$ cat config.mk
export PLATFORM = sky130hd
export DESIGN_NAME = hdu_ctrl
export DESIGN_NICKNAME = d
export VERILOG_FILES = /design/src/rtl/core/hdu_pkg.sv /design/src/rtl/core/hdu_ctrl.sv
export SDC_FILE = /design/constraint.sdc
export NUM_CORES = 1
export LEC_CHECK = 0
export BUFFER_PORTS_ARGS = -buffer_cell sky130_fd_sc_hd__buf_4
export CORE_AREA = 2 2 39 41
export CTS_CLUSTER_SIZE = 30
export DETAILED_ROUTE_END_ITERATION = 8
export DIE_AREA = 0 0 41 43
export GPL_TIMING_DRIVEN = 0
export SLEW_MARGIN = 20
export SYNTH_ARGS = -nofsm -noshare
export SYNTH_HDL_FRONTEND = slang
export SYNTH_SLANG_ARGS = --single-unit
$ cat constraint.sdc
create_clock -name i_clk -period 1.4 [get_ports i_clk]
set_clock_uncertainty 0.2 [all_clocks]
set_input_delay 0.21 -clock i_clk [delete_from_list [all_inputs] [get_ports i_clk]]
set_output_delay 0.21 -clock i_clk [all_outputs]
set_load 0.005 [all_outputs]
$ cat src/rtl/core/hdu_pkg.sv
// Shared constants, types and codes for the hard-link usage counter.
`timescale 1ns / 1ps
package hdu_pkg;

    localparam int BUCKETS = 103;
    localparam int WAYS    = 8;
    localparam int INO_W   = 64;
    localparam int WAY_W   = INO_W + 1;           // inode plus slot valid
    localparam int ROW_W   = WAYS * WAY_W;
    localparam int BKT_W   = $clog2(BUCKETS);
    localparam int WAY_IW  = $clog2(WAYS);
    localparam int CTX_W   = 16;
    localparam int LNK_W   = 16;
    localparam int BLK_W   = 32;
    localparam int TOT_W   = 64;
    localparam int BS_W    = 21;
    localparam int CFG_IW  = 1;
    localparam int DCNT_W  = $clog2(TOT_W);

    localparam logic [BS_W-1:0] BS_RESET = BS_W'(1024);

    typedef enum logic [1:0] {
        CMD_CLEAR  = 2'd0,
        CMD_ENTRY  = 2'd1,
        CMD_REPORT = 2'd2,
        CMD_NONE   = 2'd3
    } t_cmd;

    typedef enum logic [CFG_IW-1:0] {
        CFG_TARGET = 1'b0,
        CFG_BSIZE  = 1'b1
    } t_cfg_idx;

    typedef enum logic [1:0] {
        K_SIMPLE = 2'd0,
        K_LOOKUP = 2'd1,
        K_DIV    = 2'd2
    } t_kind;

    typedef enum logic [2:0] {
        S_IDLE = 3'd0,
        S_DISP = 3'd1,
        S_HASH = 3'd2,
        S_READ = 3'd3,
        S_LOOK = 3'd4,
        S_DIV  = 3'd5,
        S_FIN  = 3'd6
    } t_state;

    typedef struct packed {
        logic load;
        logic hash;
        logic rd;
        logic lookup;
        logic exec;
        logic dinit;
        logic dstep;
        logic fin;
    } t_ctrl;

    typedef struct packed {
        t_kind kind;
        logic  hash_last;
        logic  div_last;
        logic  out_busy;
    } t_stat;

endpackage

$ cat src/rtl/core/hdu_ctrl.sv
// Sequencer for the usage counter: steps the datapath through one beat.
`timescale 1ns / 1ps
module hdu_ctrl (
    input  logic          i_clk,
    input  logic          i_rst_n,
    input  logic          i_valid,
    output logic          o_stall,
    input  hdu_pkg::t_stat i_stat,
    output hdu_pkg::t_ctrl o_ctrl
);
    hdu_pkg::t_state r_state, n_state;

    always_ff @(posedge i_clk) begin
        if (!i_rst_n) begin
            r_state <= hdu_pkg::S_IDLE;
        end else begin
            r_state <= n_state;
        end
    end

    always_comb begin
        n_state = r_state;
        o_ctrl  = '0;
        o_stall = 1'b1;
        case (r_state)
            hdu_pkg::S_IDLE: begin
                o_stall = 1'b0;
                if (i_valid) begin
                    o_ctrl.load = 1'b1;
                    n_state     = hdu_pkg::S_DISP;
                end
            end
            hdu_pkg::S_DISP: begin
                case (i_stat.kind)
                    hdu_pkg::K_LOOKUP: n_state = hdu_pkg::S_HASH;
                    hdu_pkg::K_DIV: begin
                        o_ctrl.dinit = 1'b1;
                        n_state      = hdu_pkg::S_DIV;
                    end
                    default: begin
                        o_ctrl.exec = 1'b1;
                        n_state     = hdu_pkg::S_FIN;
                    end
                endcase
            end
            hdu_pkg::S_HASH: begin
                o_ctrl.hash = 1'b1;
                if (i_stat.hash_last) begin
                    n_state = hdu_pkg::S_READ;
                end
            end
            hdu_pkg::S_READ: begin
                o_ctrl.rd = 1'b1;
                n_state   = hdu_pkg::S_LOOK;
            end
            hdu_pkg::S_LOOK: begin
                o_ctrl.lookup = 1'b1;
                n_state       = hdu_pkg::S_FIN;
            end
            hdu_pkg::S_DIV: begin
                o_ctrl.dstep = 1'b1;
                if (i_stat.div_last) begin
                    n_state = hdu_pkg::S_FIN;
                end
            end
            hdu_pkg::S_FIN: begin
                if (!i_stat.out_busy) begin
                    o_ctrl.fin = 1'b1;
                    n_state    = hdu_pkg::S_IDLE;
                end
            end
            default: n_state = hdu_pkg::S_IDLE;
        endcase
    end

    a_stall_busy: assert property (@(posedge i_clk) disable iff (!i_rst_n)
        (r_state != hdu_pkg::S_IDLE) |-> o_stall)
        else $error("input taken while busy");
    a_fin_idle: assert property (@(posedge i_clk) disable iff (!i_rst_n)
        o_ctrl.fin |=> (r_state == hdu_pkg::S_IDLE))
        else $error("did not return to idle after result");
endmodule

==> Yosys cells after proc, flatten, opt, wreduce, memory -nomap -nowiden <==
Index checks and enable logic that the tools add are counted.
{ "word_totals": {"latchBits": 0, "output_inout_bits": 9, "in_bits": 8, "mem_bits_rw": 0, "reg_bits": 3, "romBits": 0, "n_memories": 0, "wordCells": 34} }
{ "op_classes": {"mul": 0, "shifts": 0, "mux": 18, "add_sub_neg": 0, "bitwise_logic": 0, "n_lt_le_gt_ge": 0, "div": 0, "eq_ne": 12, "n_reduce_logical": 3} }
{ "op_table": {"columns": ["cell", "n"], "rows": [
  ["one-hot mux 3 bit (7 select lines)", 1],
  ["two-way mux 3 bit", 4],
  ["two-way mux 1 bit", 11],
  ["== test 3 bit (second input constant)", 3],
  ["!= test 2 bit (second input constant)", 4],
  ["== test 3 x 2 -> 1 bit (second input constant)", 2],
  ["one-hot mux 3 bit (2 select lines)", 1],
  ["AND reduction 4 bit", 1],
  ["== test 3 x 1 -> 1 bit (second input constant)", 1],
  ["logical NOT 3 bit", 1],
  ["== test 2 x 1 -> 1 bit (second input constant)", 1],
  ["== test 2 bit (second input constant)", 1],
  ["two-way mux 2 bit", 1],
  ["OR reduction 2 bit", 1]
]} }

==> Logic depth before layout (Yosys ltp) <==
Gate-level depths: netlist (run 1).
{ "logic_depth": {"ltp_word": 4, "ltp_mapped": 6, "depth_no_buf": 6} }

==> Least setup slack after synthesis (run 1) <==
Ideal clock, no wire load.
{ "synth_timing": {"path_type": "reg2out", "startpoint": "register r_state[0]", "endpoint": "output port o_ctrl[7] (netlist name)", "n_path_buf": 1, "slack_ns": -0.006, "path_stages_with_launch": 4, "t_arrival_ns": 0.996, "t_required_ns": 0.990, "path_cell_list": "dfxtp_1 -> buf_2 -> or3_1 -> nor2_1"} }
{ "synth_rtl": {"columns": ["element", "line", "text"], "rows": [
  ["from (decl)", "hdu_ctrl.sv:11", "hdu_pkg::t_state r_state, n_state;"],
  ["from (signal assigned)", "hdu_ctrl.sv:15", "r_state <= hdu_pkg::S_IDLE;"],
  ["from (signal assigned)", "hdu_ctrl.sv:17", "r_state <= n_state;"],
  ["to (decl)", "hdu_ctrl.sv:9", "output hdu_pkg::t_ctrl o_ctrl"]
]} }

==> results of run 1 <==
## logic make-up (layout without fill, tap and decap cells)
| group | Yosys count | after routing |
|---|---|---|
| compound gates | 7 | 7 |
| fa+ha+maj | 3 | 3 |
| buf+inv | 7 | 42 |
| flops | 3 | 3 |
| mux | 2 | 2 |
| simple gates | 20 | 20 |
## layer usage
metal	wire, µm	track usage [%]
met3	63	4.71
met1	467	16.3
met2	599	21.3
met4	0	4.00
met5	0	0
## timing repair
item,in CTS,in global routing
pin swaps,5,4
gates resized for setup,21,10
endpoints found under the setup margin,12,11
hold buffers,0,0
setup buffers,9,7
endpoints found under the hold margin,0,0
## area by class of cell
class	instances	area, µm²
Multi-Input combinational cell	32	312
Inverter	4	15.0
Timing Repair Buffer	31	251
Sequential cell	3	71.3
Clock buffer	4	26.3
Tap cell	16	20.0
Buffer	3	41.3
Fill cell	133	647
## worst max-delay path: cells and delay by family, from the launching register on
family / cells / cell delay, ps
buffers and inverters: 2 / 220
flip-flops: 1 / 340
AND/OR/NAND/NOR: 2 / 440
## cells in the final DEF, fill, tap and decap left out, types with 3 or more instances in the layout
master     n
dfxtp_4    3
buf_4     26
inv_1      4
clkbuf_4   3
ha_1       3
buf_6      6
nor4bb_1   3
## power breakdown
group	switching, µW	internal, µW
Combinational	384	641
Clock	47.2	107
Sequential	46.6	146
## stage by stage
stage	instances	power [µW]	TNS, ps	area, µm²	setup slack [ps]
6_report	93	1370	-2030	737	-250
5_1_grt	93	1470	-2590	737	-313
4_1_cts	87	1140	-1920	652	-265
3_5_place_dp	74	713	-745	485	-160
3_3_place_gp	74	709	-688	485	-163
2_1_floorplan	42	516	0	345	0.168
## synthesized netlist by cell type (2+ instances only)
library cell	instances	area [µm²]
inv_1	4	15.0
nor4bb_1	4	40.0
dfxtp_1	3	60.1
ha_1	3	37.5
nand2_1	3	11.3
nor2_1	3	11.3
and3b_1	2	17.5
mux2i_1	2	20.0
nor2b_1	2	12.5
nor3b_1	2	15.0
o21ai_0	2	10.0
o31a_1	2	17.5
## final timing paths
check	depth (start not counted)	end	slack, ps	from
max reg2reg	6	r_state[1]	-160	r_state[0]
min	2	r_state[0]	20	i_rst_n
min reg2reg	3	r_state[2]	540	r_state[1]
max	4	o_ctrl[7]	-250	r_state[0]
==> metrics.yaml, run 1 <==
yosys.area_share.xor_xnor_pct: 0
synth_top_family_by_area: "simple AND/OR/NAND/NOR gates"
muxShareOfSynthArea_pct: 5.97
wl_per_cell_um: 12.2
clk_pin_slew_ps: 40
synthSimpleGateAreaFrac_pct: 41.4
dr.pass1.iters: 2
drc_errors: 0
path_max_fanout: 6
overflow: 0
die_height_um: 43
grt_first_pass_wirelength_mm: 1.60
cts_buffers: 3
vias: 433
ys_ff_latch: 3
synthesis.nets: 53
synth_seq_area_share_pct: 17.9
fin_ws_ps: -250
dp_hpwl_um: 581
row_count: 14
portBuffers: 16
synthFlopType: "dfxtp_1"
netlist_instances: 42
power_density_nw_per_um2: 1860
period_share_pct: 118
ant_nets: 0
cts_tree: "done"
antenna_found_initial: 0
slowest_delay_ps: 360
gp_congestion: 0.694
vdd_drop_max_v: 0.000879
critPathCaptureType: "output pin"
critical_path_class: "flip-flop to output pin"
post-route-util_pct: 53.3
avgSynthCellArea_um2: 7.98
start_kind: "flip-flop"
cts_sinks: 3
cp.required_ps: 990
hold_class: "input pin to flip-flop"
clk_latency_ps: 230
top_register: "r_state"
start_util_pct: 24.2
crit_chain: "buf_6, or3_4, nor2_2, buf_4"
finalHoldViolCount: 0
antennaDiodeCount: 0
violations: "setup timing"
rsz0062_at_grt: "true"
grt_pass1_vias: 381
areaGrowthSynthToFinish_pct: 120
maxSlewHeadroom_pct: 81.9
avgViaCountPerCell: 4.66
first_iter_violations: 4
power_leakage_uw: 0.000368
whs_ps: 24.4
netlist_area_um2: 335
layout.nets: 89
cts-root-buf: "clkbuf_4"
crit_arrival_ps: 1240
synth_edf_count: 0
fmax_mhz: 606
top_regs: "r_state: 3 flops"
floorplan.die_area_um2: 1760
drv_cap: 0
largest_reg_flops: 3
clk_path_buf_depth: 2
drive_gt1_share_pct: 64.9
synth_compound_area_share_pct: 14.9
dieWidth_um: 41
yosysWarnings: 0
async_reset_ff_share_pct: 0
critical_path.slowest_cell: "or3_4"
synth_fa_ha_area_share_pct: 11.2
htreeDepth: 1
slew_violations: 0
grt_start_max_net_pins: 11
worst_slew_pin_slew_ps: 268
setup_viol: 11
pin_count: 17
synth_cell_types: 22
grtUsageTotal_pct: 13.4
status: "finished, violations left"
core_um2: 1380
layout_min_cycle_time_ps: 1650
routed_wirelength_mm: 1.13
No activity file was read; power rests on OpenSTA's default activity.
==> inputs of run 2 (changes only) <==
RECOVER_POWER = 100   (was default)
TNS_END_PERCENT = 10   (was default)
==> run 2 against run 1 <==
The flow still finishes with violations (setup timing). Setup slack worse by 2.5 ps. Utilization decreased by 7.8 points. Total power fell by 19%. Critical path type unchanged.
==> metrics.yaml, run 2 (synthesized netlist as in run 1, its figures left out) <==
status: "finished, violations left"  # unchanged
violations: "setup timing"  # unchanged
power_leakage_uw: 0.000303  # was 0.000368 µW
start_util_pct: 24.2  # unchanged
clk_pin_slew_ps: 40  # about the same
worst_slew_pin_slew_ps: 276  # was 268 ps
rr_worst_depth: 5  # was 6
period_share_pct: 118  # about the same
cts_buffers: 3  # unchanged
critical_path_class: "flip-flop to output pin"  # unchanged
largest_reg_flops: 3  # unchanged
path_max_fanout: 7  # was 6
final_common_cell: "buf_4"  # unchanged
grt_pass1_vias: 378  # was 381
fin_ws_ps: -253  # was -250 ps
grtUsageTotal_pct: 12.8  # was 13.4%
die_height_um: 43  # unchanged
grt_first_pass_wirelength_mm: 1.55  # was 1.60 mm
cts_hold_buffers: 0  # unchanged
nFillCells: 149  # was 133
row_count: 14  # unchanged
top_regs: "r_state: 3 flops"  # unchanged
slew_violations: 0  # unchanged
portBuffers: 16  # unchanged
first_iter_violations: 6  # was 4
areaGrowthSynthToFinish_pct: 87.7  # was 120%
fmax_mhz: 605  # was 606 MHz
finalHoldViolCount: 0  # unchanged
cp.required_ps: 990  # about the same
cts_sinks: 3  # unchanged
layout.nets: 80  # was 89
dieWidth_um: 41  # unchanged
holdPathEnd: "r_state[0]"  # unchanged
drv_cap: 0  # unchanged
dp_hpwl_um: 581  # unchanged
overflow: 0  # unchanged
timing.rr.start: "r_state[0]"  # unchanged
layout_min_cycle_time_ps: 1650  # about the same
ff_latch_area_um2: 68.8  # was 71.3 µm²
drc_errors: 0  # unchanged
dr.pass1.iters: 3  # was 2
hold_class: "input pin to flip-flop"  # unchanged
vias: 405  # was 433
regToRegSetupSlack_ps: -70  # was -160 ps
start_kind: "flip-flop"  # unchanged
cts-root-buf: "clkbuf_4"  # unchanged
critPathCaptureType: "output pin"  # unchanged
crit_arrival_ps: 1240  # about the same
drive_gt1_share_pct: 55.9  # was 64.9%
grt_start_max_net_pins: 11  # unchanged
top_register: "r_state"  # unchanged
whs_path_depth: 2  # unchanged
hp-start: "i_rst_n"  # unchanged
htreeDepth: 1  # unchanged
vdd_drop_max_v: 0.000731  # was 0.000879 V
ant_nets: 0  # unchanged
clk_latency_ps: 230  # about the same
clk_path_buf_depth: 2  # unchanged
maxSlewHeadroom_pct: 81.4  # was 81.9%
gp_congestion: 0.694  # unchanged
pin_count: 17  # unchanged
power_density_nw_per_um2: 1770  # was 1860 nW/µm²
antennaDiodeCount: 0  # unchanged
floorplan.die_area_um2: 1760  # unchanged
setup_viol: 10  # was 11
r2r_end: "r_state[1]"  # unchanged
antenna_found_initial: 0  # unchanged
routed_wirelength_um: 936  # was 1.13 mm
cts_tree: "done"  # unchanged
final_cell_mix: "buf_4 (20), inv_1 (4)"  # was buf_4 (26), buf_6 (6), inv_1 (4)
avgViaCountPerCell: 4.82  # was 4.66
rsz0062_at_grt: "true"  # unchanged
power.total_uw: 1110  # was 1370 µW
core_um2: 1380  # unchanged
multi_input_area_um2: 287  # was 312 µm²
post-route-util_pct: 45.5  # was 53.3%
wl_per_cell_um: 11.1  # was 12.2 µm
## run 2: power by group
part	leakage, µW	total (µW)	switching, µW	internal (µW)
logic	0.000261	768	300	468
clock network	0.0000150	153	46.5	107
registers	0.0000264	190	50.4	140
## run 2: layout make-up
cell class / instances / area share [%]
Timing Repair Buffer: 22 / 27.4
Tap cell: 16 / 3.18
Sequential cell: 3 / 10.9
Inverter: 4 / 2.39
Clock buffer: 4 / 4.17
Buffer: 3 / 6.36
Multi-Input combinational cell: 32 / 45.5
## run 2: timing repair
item / 4_1_cts / 5_1_grt
pin swaps: 2 / 1
setup endpoints to repair: 12 / 11
setup buffers: 6 / 0
gates cloned: 0 / 0
gates resized for setup: 18 / 2
## run 2: how the worst max path moves through the flow
stage / endpoint / slack, ps / from
after floorplan: o_ctrl[7] / 0.2 / r_state[0]
after global placement: o_ctrl[0] / -160 / r_state[1]
after detailed placement: o_ctrl[0] / -160 / r_state[1]
after CTS: o_ctrl[7] / -260 / r_state[0]
after global routing: o_ctrl[7] / -320 / r_state[0]
final: o_ctrl[7] / -250 / r_state[0]
## run 2: critical path, cell delays in order (launching register included)
cell and delay, ps:
dfxtp_4 340, buf_6 120, or3_4 360, nor2_2 80
buf_4 100
## run 2: layer usage
metal | GRT usage [%] | part of all wire, % | up-vias
met5 | 0 | 0 | -
met2 | 19.1 | 49 | 13
li1 | - | - | 208
met1 | 16.7 | 44 | 184
met3 | 4.71 | 6.7 | 0
met4 | 4.00 | 0 | 0
## run 2: through the flow
stage	instances	TNS, ps	setup slack, ps	hold WS [ps]	cell area, µm²
after floorplan	42	0	0.168	138	345
after global placement	74	-688	-163	267	485
after detailed placement	74	-745	-160	264	485
after CTS	84	-1570	-265	16.7	619
after global routing	84	-2100	-322	29.8	629
final	84	-1500	-253	24.5	629
